**src/bprc_pkg.sv**
```systemverilog
// Shared types and constants of the boundary precision/recall counter.
package bprc_pkg;

    localparam int DEF_MAX_WIDTH     = 2048;
    localparam int DEF_MAX_HEIGHT    = 2048;
    localparam int DEF_MAX_TOLERANCE = 8;

    localparam int SIZE_W   = 12;
    localparam int TOL_W    = 4;
    localparam int MARGIN_W = 8;
    localparam int PIX_W    = 8;
    localparam int COUNT_W  = 23;

    localparam int CFG_INDEX_W = 2;
    localparam int CFG_DATA_W  = 12;
    localparam int S_TDATA_W   = 2 * PIX_W;
    localparam int M_TDATA_W   = ((4 * COUNT_W + 7) / 8) * 8;

    localparam logic [COUNT_W-1:0]  COUNT_LIMIT   = COUNT_W'(4194304);
    localparam logic [SIZE_W-1:0]   RST_WIDTH     = SIZE_W'(640);
    localparam logic [SIZE_W-1:0]   RST_HEIGHT    = SIZE_W'(480);
    localparam logic [TOL_W-1:0]    RST_TOLERANCE = TOL_W'(2);
    localparam logic [MARGIN_W-1:0] RST_MARGIN    = MARGIN_W'(50);

    typedef enum logic [CFG_INDEX_W-1:0] {
        CFG_IMAGE_WIDTH     = 2'd0,
        CFG_IMAGE_HEIGHT    = 2'd1,
        CFG_MATCH_TOLERANCE = 2'd2,
        CFG_BORDER_MARGIN   = 2'd3
    } t_cfg_reg;

    typedef struct packed {
        logic center_rel;
        logic center_ret;
        logic rel_matched;
        logic ret_matched;
    } t_hits;

endpackage

```
**src/bprc_window.sv**
```systemverilog
// Horizontal match window: recent column histories and window hit logic.
module bprc_window #(
    parameter int MAX_TOLERANCE = bprc_pkg::DEF_MAX_TOLERANCE,
    parameter int TW            = $clog2(MAX_TOLERANCE + 1)
) (
    input  logic                           i_clk,
    input  logic                           i_shift,
    input  logic [2*(2*MAX_TOLERANCE+1)-1:0] i_hist,
    input  logic [TW-1:0]                  i_tol,
    output bprc_pkg::t_hits                o_hits
);
    import bprc_pkg::*;

    localparam int HD = 2 * MAX_TOLERANCE + 1;
    localparam int ND = 2 * MAX_TOLERANCE;
    localparam int IW = $clog2(HD);

    logic [2*HD-1:0] r_line [ND];
    logic [2*HD-1:0] cols   [HD];
    logic [TW:0]     win_last;
    logic [HD-1:0]   mask;
    logic [HD-1:0]   rel_bits;
    logic [HD-1:0]   ret_bits;
    logic [IW-1:0]   tol_idx;
    logic            any_rel;
    logic            any_ret;
    logic            c_rel;
    logic            c_ret;

    always_ff @(posedge i_clk) begin
        if (i_shift) begin
            r_line[0] <= i_hist;
            for (int j = 1; j < ND; j++) begin
                r_line[j] <= r_line[j-1];
            end
        end
    end

    always_comb begin
        win_last = {i_tol, 1'b0};
        tol_idx  = IW'(i_tol);
        cols[0]  = i_hist;
        for (int j = 1; j < HD; j++) begin
            cols[j] = r_line[j-1];
        end
        for (int k = 0; k < HD; k++) begin
            mask[k] = ((TW+1)'(k) <= win_last);
        end
        any_rel = 1'b0;
        any_ret = 1'b0;
        c_rel   = 1'b0;
        c_ret   = 1'b0;
        rel_bits = '0;
        ret_bits = '0;
        for (int j = 0; j < HD; j++) begin
            if ((TW+1)'(j) <= win_last) begin
                any_rel = any_rel | (|(cols[j][HD-1:0] & mask));
                any_ret = any_ret | (|(cols[j][2*HD-1:HD] & mask));
            end
            if ((TW+1)'(j) == {1'b0, i_tol}) begin
                rel_bits = cols[j][HD-1:0];
                ret_bits = cols[j][2*HD-1:HD];
            end
        end
        c_rel = rel_bits[tol_idx];
        c_ret = ret_bits[tol_idx];
        o_hits.center_rel  = c_rel;
        o_hits.center_ret  = c_ret;
        o_hits.rel_matched = c_rel & any_ret;
        o_hits.ret_matched = c_ret & any_rel;
    end

endmodule

```
**config.mk**
```make
export PLATFORM = sky130hd
export DESIGN_NAME = bprc_window
export DESIGN_NICKNAME = d
export VERILOG_FILES = /design/src/bprc_pkg.sv /design/src/bprc_window.sv
export SDC_FILE = /design/constraint.sdc
export NUM_CORES = 1
export LEC_CHECK = 0
export BUFFER_PORTS_ARGS = -buffer_cell sky130_fd_sc_hd__buf_2
export CORE_MARGIN = 3
export CORE_UTILIZATION = 25
export CTS_CLUSTER_DIAMETER = 120
export CTS_CLUSTER_SIZE = 30
export DETAILED_ROUTE_END_ITERATION = 8
export GPL_TIMING_DRIVEN = 0
export PLACE_DENSITY = 0.39
export REMOVE_ABC_BUFFERS = 1
export SLEW_MARGIN = 20
export SYNTH_ARGS = -nofsm -noshare
export SYNTH_HDL_FRONTEND = slang
export SYNTH_SLANG_ARGS = --single-unit
export TNS_END_PERCENT = 20
```
**constraint.sdc**
```tcl
create_clock -name i_clk -period 7.25 [get_ports i_clk]
set_clock_uncertainty 0.15 [all_clocks]
set_input_delay 0 -clock i_clk [delete_from_list [all_inputs] [get_ports i_clk]]
set_output_delay 0 -clock i_clk [all_outputs]
set_load 0.05 [all_outputs]
```
Yosys cells after proc, flatten, opt, wreduce, memory -nomap -nowiden. Memory sizes are Yosys's and may differ from the RTL's. Index checks and enable logic that the tools add are counted.

Flip-flop bits (word level): 0. Memory bits (writable): 544. Memories: 1.

$lt $le $gt $ge: 18. Equality and inequality tests: 15. Multiplexer cells: 72. Bitwise gates (word level): 68. Reduce and logical (&&, ||, !) cells: 35.

Memory list: r_line (words 16, bits a word 34, rd ports 16, clocked after memory_dff 0, write ports 16, line bprc_window.sv:18) `logic [2*HD-1:0] r_line [ND];`.

Operator list (count): 17-bit AND (34); 17-bit OR reduction (34); 16-bit 2-to-1 mux (32); 4-bit by 5-bit <= comparator with 1-bit output (first input constant) (8); 1-bit 2-to-1 mux (38); 4-bit == test (first input constant) (8); 1-bit OR (32); 3-bit by 5-bit <= comparator with 1-bit output (first input constant) (4); 3-bit by 4-bit == test with 1-bit output (first input constant) (4); 1-bit by 5-bit <= comparator with 1-bit output (first input constant) (2); 2-bit by 5-bit <= comparator with 1-bit output (first input constant) (2); 1-bit binary-select mux with 4-bit select (2); 2-bit by 4-bit == test with 1-bit output (first input constant) (2); 4-bit by 6-bit less-than comparator with 1-bit output (second input constant) (1); 5-bit <= comparator (first input constant) (1); 1-bit by 4-bit == test with 1-bit output (first input constant) (1); 4-bit zero test (1); 1-bit AND (2).

Logic depth before layout (Yosys ltp). Gate-level depths: netlist of the first run.

Word-level depth: 37. Depth in mapped cells: 11. Gate-level depth less buffers: 7.

Least setup slack after synthesis of the first run. OpenSTA, ideal clock, no wires.

Path kind: reg2out. Start: memory r_line[1][143] (netlist name). End: output port o_hits[0] (netlist name). Arrival: 2370 ps. Required time: 7100 ps. Setup slack: 4730 ps. Stages on the path, launching flop included: 8. Path buffers: 0. Path through: edfxtp_1 -> or4_1 -> a21oi_1 -> a31oi_1 -> or4_1 -> a2111oi_2 -> o2bb2ai_1 -> o31a_1.

RTL lines: start: declaration (line bprc_window.sv:18); end: declaration (line bprc_window.sv:10) `output bprc_pkg::t_hits o_hits`.

==> results.ini, run 1 <==
[critical_path]
rr_endpoint = r_line[1][70]
critPathArrivalTime_ns = 3.67
startpoint = i_tol[2]
path_max_fanout = 32
crit_chain = buf_2, nor3_4, o22ai_1, nor3_1, o21ai_0, a2111o_1, o31a_1, buf_2
crit_required_ns = 7.10
start_kind = input pin
critPathKind = in2out
max_stage_delay_ns = 1.01
r2r_slack_ns = 6.27
crit_top_cell = buf_2
end_kind = primary output
regToRegStartpoint = r_line[1][36]
r2r_cells = 0
crit_end = o_hits[1]
slowest_stage = nor3_4

[cells_and_area]
n_antenna_cell = 0
largest_reg_flops = 544
regMostFlops = r_line
nNetsFinal = 1091
top_regs = r_line x544
area_delta_synth_final_pct = 13.6
drive_above_1_share_pct = 9.42

[clock_tree]
cts_tree = done
cts_buffer_depth = 3
clock-sinks = 544
clk_latency_ns = 0.56
cts_made_buffers = 22
cts-root-buf = clkbuf_16
cts_post_setup_buffers_inserted = 0
cts.clk_slew.worst_paths_ns = 0.11
cts_max_level = 1

[power_and_ir_drop]
power_density_nw_per_um2 = 255
power.leakage_nw = 6.61
clkPwrFrac_pct = 27.0
sw_frac_of_total_pct = 21.5
comb_power_share_pct = 4.7
p_sw_w = 0.00119
peakVddDrop_mv = 0.148
internal-power_w = 0.00433
sequentialPowerShare_pct = 68.2

[job]
drv_cap = 0

[synth]
synth_seq_cells = 544
synth_flop_cell = edfxtp_1
synthArstFlopShare_pct = 0
synthDistinctLibCells = 60
synth_top_area_share_pct = 85.7
yosys.cell_count.top_type = edfxtp_1
synth_cells = 948
yosysSeqAreaShare_pct = 85.7
synth_edf_count = 544
syn_area_per_cell_sq_um = 20.1
synth_area_sq_um = 19100
netlist_top_cells_count = edfxtp_1, nor4_1, o21ai_0
synth_area_leaders = edfxtp_1, nor4_1, o21ai_0
netlist.top_cell.by_area = edfxtp_1
ys_warn_count = 0

[routing]
ant_nets = 0
drc = 0
drt-total-wl_mm = 41.7
via_count = 9065
wl_per_cell_um = 20.6
first_pass_iters = 5
drt_iter0_markers = 701
viasPerCell = 4.49

[sta]
whs_ns = 0.0251
tns_ns = 0
finalMaxSlewViolations = 0
fmax_mhz = 262
finalSetupViolCount = 0
rsz0062_at_grt = false
finalCriticalPeriod_ns = 3.82
finalHoldViolations = 0
period_share_pct = 52.7
worst_pin_slew_ns = 1.08
slew_headroom_pct = 27.7

[outcome]
status = completed

[global_routing]
grtUsageMet1_pct = 14.6
grt_pass1_vias = 9371
grt_overflow = 0
top_usage_layer = met2
grt_antenna_before_repair = 0
use_met3_pct = 1.11
grt_pass1_wl_mm = 61.9
grt_max_degree = 94
grtUsageMet2_pct = 17.4
grt_use_total_pct = 10.4

[worst_hold_path]
min_path_type = in2reg
worstHoldStart = i_hist[12]

[die]
boundaryPins = 44
core-area_sq_um = 74900
core.rowCount = 100
die_area_sq_um = 79600
initial_core_util_pct = 25.4
die_y_um = 282
die_w_um = 282

[place]
hpwl_mm = 27.0
gp_congestion = 0.728
portBuffers = 43

[layout by cell type (no fill, tap or decap), drive strengths merged, types with 11 or more instances in the layout]
cell	Yosys	final
nor2	40	40
a21oi	17	17
a31oi	13	13
or4	11	11
nand2	13	13
o221ai	11	11
nor3	14	14
clkbuf	5	23
buf	21	53
edfxtp	544	544
nor4	82	82
o41ai	14	14
o21ai	53	53
o2111ai	13	13
dlygate4sd3	0	52
o22ai	18	18
[final cells by class]
cell class | count | area (sq um)
Clock buffer | 23 | 576
Clock inverter | 1 | 30.0
Multi-Input combinational cell | 374 | 2520
Fill cell | 7380 | 53300
Sequential cell | 544 | 16300
Timing Repair Buffer | 105 | 957
Inverter | 4 | 15.0
Tap cell | 969 | 1210
[cell families after synthesis]
group / after synthesis / share of synthesized area (%)
buffers and inverters: 30 / 1.13
AND/OR/NAND/NOR: 182 / 5.45
AO/OA/AOI/OAI: 181 / 6.78
flip-flops: 544 / 85.7
multiplexers: 11 / 0.913
[worst max-delay path, delay by kind of cell]
| family | cells | cell delay (ns) |
|---|---|---|
| AND/OR/NAND/NOR | 2 | 1.73 |
| AO/OA/AOI/OAI | 4 | 1.26 |
| buffers and inverters | 2 | 0.60 |
[how the worst min path moves through the flow]
stage                    endpoint  slack [ns]  depth (start not counted)
finish              r_line[0][12]        0.03                          2
CTS                 r_line[0][15]       0.002                          2
global placement    r_line[0][22]        0.04                          1
floorplan            r_line[0][0]       -0.05                          0
global route        r_line[0][17]       0.009                          2
detailed placement   r_line[0][6]        0.04                          1
[metal layers]
| layer | share of wire [%] | wire [um] |
|---|---|---|
| met4 | 1.5 | 627 |
| met2 | 48 | 20000 |
| met1 | 48 | 19900 |
| met5 | 0 | 0 |
| met3 | 2.8 | 1170 |
[repair_timing]
action,CTS,global route
hold endpoints to repair,110,0
hold buffers,52,0
endpoints found under the setup margin,0,0
gates resized for setup,0,0
[power by group through the flow]
stage,combinational (W),sequential [W],clock [W]
floorplan,0.0000792,0.00380,0
global placement,0.000231,0.00389,0
detailed placement,0.000248,0.00384,0
CTS,0.000270,0.00377,0.00156
global route,0.000284,0.00379,0.00167
finish,0.000261,0.00377,0.00149
[metrics by stage]
stage	worst slack, ns	instances	utilization [%]	total power [W]	instance area, sq um
4_1_cts	3.26	2020	28.9	0.00560	21600
5_1_grt	3.28	2020	28.9	0.00575	21600
3_3_place_gp	-2.12	1934	27.1	0.00412	20300
6_report	3.43	2020	28.9	0.00552	21600
3_5_place_dp	3.26	1944	27.4	0.00409	20500
2_1_floorplan	4.55	922	-	0.00388	18900
Note: power is estimated with default switching activity, not from simulation.
==> run 2, diff against run 1 <==
- clock period: 7.25 -> 3.84 ns (I/O delays scaled with it)
==> run 2 against run 1 <==
Effect of this change: worst hold slack is essentially flat; register-to-register slack lost 3.4 ns; total power increased by 89%; utilization rose by 0.060 points; sequential power increased by 89%; critical endpoint is now o_hits[0]; worst setup slack got worse by 3.3 ns; highest routed layer unchanged; wire length is 0.19% higher; clock-buffer cell count unchanged; final cell count up 0.30%; via count rose by 0.29%; sequential share of layout area shrank 0.16 points.
==> results.ini, run 2 (synthesized netlist as in run 1, its figures left out) <==
[outcome]
status = completed

[global_routing]
grt_overflow = 0  ; unchanged
grt_max_degree = 94  ; unchanged
grt_antenna_before_repair = 0  ; unchanged
grt_pass1_vias = 9382  ; +0.12%
grt_use_total_pct = 10.4  ; +0.034 points
grt_pass1_wl_mm = 62.0  ; +0.26%

[die]
die_area_sq_um = 79600  ; unchanged
die_w_um = 282  ; unchanged
die_y_um = 282  ; unchanged
core-area_sq_um = 74900  ; unchanged
boundaryPins = 44  ; unchanged
initial_core_util_pct = 25.4  ; unchanged
core.rowCount = 100  ; unchanged

[clock_tree]
cts_tree = done
cts-root-buf = clkbuf_16
clock-sinks = 544  ; unchanged
cts_max_level = 1  ; unchanged
cts_buffer_depth = 3  ; unchanged
cts_made_buffers = 22  ; unchanged
cts.clk_slew.worst_paths_ns = 0.11  ; about the same
clk_latency_ns = 0.56  ; about the same

[sta]
worst_pin_slew_ns = 1.04  ; -0.0385 ns
whs_ns = 0.0247  ; -0.000441 ns
finalMaxSlewViolations = 0  ; unchanged
finalHoldViolations = 0  ; unchanged
fmax_mhz = 273
finalSetupViolCount = 0  ; unchanged
period_share_pct = 95.4
slew_headroom_pct = 30.5  ; +2.8 points
finalCriticalPeriod_ns = 3.67
rsz0062_at_grt = false
setup_ws_ns = 0.175  ; -3.26 ns

[critical_path]
crit_chain = buf_2, or3b_1, o21ai_2, a31oi_1, or4_1, a2111oi_2, o2bb2ai_1, o31a_1, buf_2
r2r_slack_ns = 2.85  ; -3.42 ns
crit_end = o_hits[0]
max_stage_delay_ns = 0.76  ; -0.25 ns
startpoint = i_tol[2]
end_kind = primary output
regToRegStartpoint = r_line[1][36]
start_kind = input pin
critPathArrivalTime_ns = 3.52  ; -0.15 ns
slowest_stage = or3b_1
crit_required_ns = 3.69  ; -3.41 ns
path_max_fanout = 32  ; unchanged
rr_endpoint = r_line[1][70]
crit_top_cell = buf_2
r2r_cells = 0  ; unchanged
critPathKind = in2out

[worst_hold_path]
min_path_type = in2reg
worstHoldStart = i_hist[12]

[place]
portBuffers = 43  ; unchanged
hpwl_mm = 27.0  ; unchanged
dpl_cell_area_sq_um = 20500  ; unchanged
gp_congestion = 0.728  ; unchanged
placed_cells = 1944  ; unchanged
pre_cts_slack_ns = -0.145  ; -3.41 ns

[cells_and_area]
drive_above_1_share_pct = 9.93  ; +0.51 points
largest_reg_flops = 544  ; unchanged
final_util_pct = 28.9  ; +0.060 points
fin_cells = 2026  ; +0.30%
top_regs = r_line x544
regMostFlops = r_line
area_delta_synth_final_pct = 13.8
mostFrequentLayoutCells = edfxtp_1, nor4_1, dlygate4sd3_1
nNetsFinal = 1097  ; +0.55%
final_area_sq_um = 21700  ; +0.21%
layout_commonest_cell = edfxtp_1
n_antenna_cell = 0  ; unchanged

[routing]
drt_iter0_markers = 681  ; -2.9%
drt-total-wl_mm = 41.8  ; +0.19%
viasPerCell = 4.49  ; about the same
first_pass_iters = 7  ; +2
ant_nets = 0  ; unchanged
drc = 0  ; unchanged
wl_per_cell_um = 20.6  ; -0.10%
via_count = 9091  ; +0.29%

[power_and_ir_drop]
power_density_nw_per_um2 = 481  ; +88%
peakVddDrop_mv = 0.279  ; +89%
power.leakage_nw = 6.64  ; +0.48%

[job]
drv_cap = 0  ; unchanged

==> run 2: cell count changes in the layout (fill, tap and decap cells not counted) <==
| cell | before | now |
|---|---|---|
| buf_4 | 4 | 10 |
==> run 2: final cells by class <==
class,instances,area [sq um]
well taps,969,1210
flip-flops and latches,544,16300
repair buffers,111,1000
clock inverters,1,30.0
inverters,4,15.0
multi-input cells,374,2520
fillers,7379,53300
clock buffers,23,576
==> run 2: where the power goes <==
| group | total [W] | switching (W) | internal (W) |
|---|---|---|---|
| clock | 0.00282 | 0.00172 | 0.00110 |
| combinational | 0.000497 | 0.000343 | 0.000155 |
| sequential | 0.00711 | 0.000179 | 0.00693 |
| total | 0.0104 | 0.00224 | 0.00819 |
==> run 2: timing repair <==
item,in CTS,in global routing
endpoints found under the hold margin,110,0
resized for setup,1,0
endpoints found under the setup margin,2,0
buffers inserted,6,0
hold buffers,52,0
==> run 2: how the worst min path moves through the flow <==
| stage | cells past startpoint | endpoint | slack (ns) |
|---|---|---|---|
| 2_1_floorplan | 0 | r_line[0][0] | -0.05 |
| 3_3_place_gp | 1 | r_line[0][22] | 0.04 |
| 3_5_place_dp | 1 | r_line[0][6] | 0.04 |
| 4_1_cts | 2 | r_line[0][15] | 0.002 |
| 5_1_grt | 2 | r_line[0][17] | 0.009 |
| 6_report | 2 | r_line[0][12] | 0.02 |
==> run 2: layer usage <==
| metal | vias to the layer above | GRT usage, % | wire [um] |
|---|---|---|---|
| li1 | 4188 | - | - |
| met1 | 4730 | 14.8 | 19900 |
| met2 | 141 | 17.3 | 20000 |
| met3 | 32 | 1.11 | 1260 |
| met4 | 0 | 2.11 | 626 |
| met5 | - | 0 | 0 |
==> run 2: worst max-delay path: cells and delay by family <==
kind / cells / cell delay, ns
buffers and inverters: 2 / 0.98
and+or+nand+nor: 2 / 1.25
AOI/OAI and AO/OA: 5 / 1.22
==> run 2: stage by stage <==
stage	setup TNS, ns	power (W)
global route	0	0.0109
CTS	0	0.0106
finish	0	0.0104
detailed placement	-0.237	0.00772
global placement	-2960.62	0.00777
floorplan	0	0.00732
==> run 3, diff against run 2 <==
- BUFFER_PORTS_ARGS: -buffer_cell sky130_fd_sc_hd__buf_2 -> default
- CORE_UTILIZATION: 25 -> 43
- DONT_BUFFER_PORTS: default -> 1
- PLACE_DENSITY: 0.39 -> 0.58
==> run 3 against run 2 <==
Effect of this change: the run now ends with hold timing, slew limit left; wire length decreased by 12%; via count decreased by 0.90%; combinational power decreased by 39%; register-to-register slack improved by 0.02 ns; worst setup slack improved by 0.20 ns; non-clock buffer count decreased by 37; worst hold slack got worse by 0.50 ns; clock power decreased by 1%; design area decreased by 3.4%; global-route usage increased by 5.1 points; utilization increased by 19 points; critical path type is now reg2out; critical endpoint unchanged; largest power group unchanged.
==> results.ini, run 3 (synthesized netlist as in run 1, its figures left out) <==
[outcome]
status = finished with violations
violations = hold timing, slew limit

[sta]
finalSetupViolCount = 0  ; unchanged
rsz0062_at_grt = false
fmax_mhz = 289  ; +5.9%
finalHoldViolations = 20  ; +20
finalMaxSlewViolations = 327  ; +327
whs_ns = -0.472  ; -0.497 ns
slew_headroom_pct = -47.2  ; -78 points
worst_pin_slew_ns = 2.21  ; +1.17 ns
period_share_pct = 90.1  ; -5.3 points
finalCriticalPeriod_ns = 3.46  ; -0.204 ns

[routing]
viasPerCell = 5.61  ; +25%
dr_wl_met3_mm = 1.97  ; +56%
drt-total-wl_mm = 36.8  ; -12%
drt_iter0_markers = 1039  ; +53%
drc = 0  ; unchanged
wl_met1_mm = 16.4  ; -17%
first_pass_iters = 5  ; -2
route.met2.wl_mm = 17.9  ; -11%
wl_per_cell_um = 22.9  ; +11%
top_layer_used = met4
ant_nets = 0  ; unchanged
via_count = 9009  ; -0.90%

[die]
core-area_sq_um = 43500  ; -42%
die_w_um = 217  ; -23%
initial_core_util_pct = 43.8  ; +18 points
boundaryPins = 44  ; unchanged
die_area_sq_um = 46900  ; -41%
core.rowCount = 76  ; -24%
die_y_um = 217  ; -23%

[cells_and_area]
layout_commonest_cell = edfxtp_1
regMostFlops = r_line
fin_cells = 1605  ; -21%
drive_above_1_share_pct = 5.29  ; -4.6 points
top_regs = r_line x544
multi_input_comb_area_sq_um = 2530  ; +0.30%
mostFrequentLayoutCells = edfxtp_1, nor4_1, dlygate4sd3_1
final_util_pct = 48.2  ; +19 points
largest_reg_flops = 544  ; unchanged
nNetsFinal = 1060  ; -3.4%
final_area_sq_um = 21000  ; -3.4%
area_delta_synth_final_pct = 10.0
n_antenna_cell = 0  ; unchanged
fillers = 3586  ; -51%
final-seq-area_sq_um = 16300  ; unchanged

[job]
drv_cap = 0  ; unchanged

[place]
gp_congestion = 0.781  ; +7.3%
hpwl_mm = 22.0  ; -19%
portBuffers = 0  ; -100%
placed_cells = 1514  ; -22%
dpl_cell_area_sq_um = 19700  ; -4.1%

[critical_path]
regToRegStartpoint = r_line[1][36]
crit_chain = nor4_1, o2111ai_1, or4_4, a2111oi_4, o2111ai_1, o31a_1
critPathKind = reg2out
path_max_fanout = 3  ; -91%
max_stage_delay_ns = 0.59  ; -0.17 ns
start_kind = flip-flop
crit_top_cell = o2111ai_1
slowest_stage = or4_4
startpoint = r_line[1][9]
end_kind = primary output
critPathArrivalTime_ns = 3.31  ; -0.21 ns
crit_required_ns = 3.69  ; about the same

[power_and_ir_drop]
power.leakage_nw = 6.44  ; -3.1%
power_density_nw_per_um2 = 487  ; +1.4%
power_w = 0.0102  ; -2.1%
peakVddDrop_mv = 0.441  ; +58%

[clock_tree]
hold_buffers = 67  ; +29%
cts.clk_slew.worst_paths_ns = 0.11  ; about the same
cts_buffer_depth = 3  ; unchanged
cts-root-buf = clkbuf_16
cts_tree = done
cts_resized = 0  ; -1
cts_max_level = 1  ; unchanged
clock-sinks = 544  ; unchanged
cts_post_setup_buffers_inserted = 0  ; -6
cts_made_buffers = 22  ; unchanged
clk_latency_ns = 0.57  ; about the same

[worst_hold_path]
worstHoldStart = i_shift
min_path_type = in2reg

[global_routing]
grt_max_degree = 545  ; +480%
grt_use_total_pct = 15.5  ; +5.1 points
grt_pass1_wl_mm = 54.9  ; -11%
grt_overflow = 0  ; unchanged
grt_antenna_before_repair = 1  ; +1
grt_pass1_vias = 8917  ; -5.0%

[run 3: final cells by class]
type / count / area share, %
sequential: 544 / 77.9
multi-input combinational: 374 / 12.1
timing repair buffer: 74 / 3.54
tap: 585 / 3.49
clock buffer: 23 / 2.75
clock inverter: 1 / 0.143
inverter: 4 / 0.0716
[run 3: report_power, final]
group | switching, W | internal, W
combinational | 0.000169 | 0.000134
clock | 0.00169 | 0.00110
sequential | 0.000177 | 0.00695
[run 3: layer usage]
layer / track usage [%] / vias up
met3: 2.61 / 36
met4: 3.11 / 0
met2: 25.2 / 237
li1: - / 4111
met1: 22.2 / 4625
met5: 0 / -
[run 3: worst paths after layout]
path | to | slack (ns) | cells after the start
hold / removal | r_line[1][247] | -0.47 | 0
setup reg to reg | r_line[1][70] | 2.87 | 0
setup / recovery | o_hits[0] | 0.38 | 6
hold reg to reg | r_line[0][62] | 0.27 | 0
[run 3: metrics by stage]
stage,setup WS (ns),setup TNS [ns]
final,0.378,0
after global placement,-0.0633,-0.0633
after floorplan,1.14,0
after global routing,0.167,0
after CTS,0.318,0
after detailed placement,0.747,0
[run 3: worst max-delay path, delay by kind of cell (launching register included)]
| family | cells | cell delay (ns) |
|---|---|---|
| DFF | 1 | 0.47 |
| AOI/OAI and AO/OA | 4 | 1.41 |
| and+or+nand+nor | 2 | 0.87 |
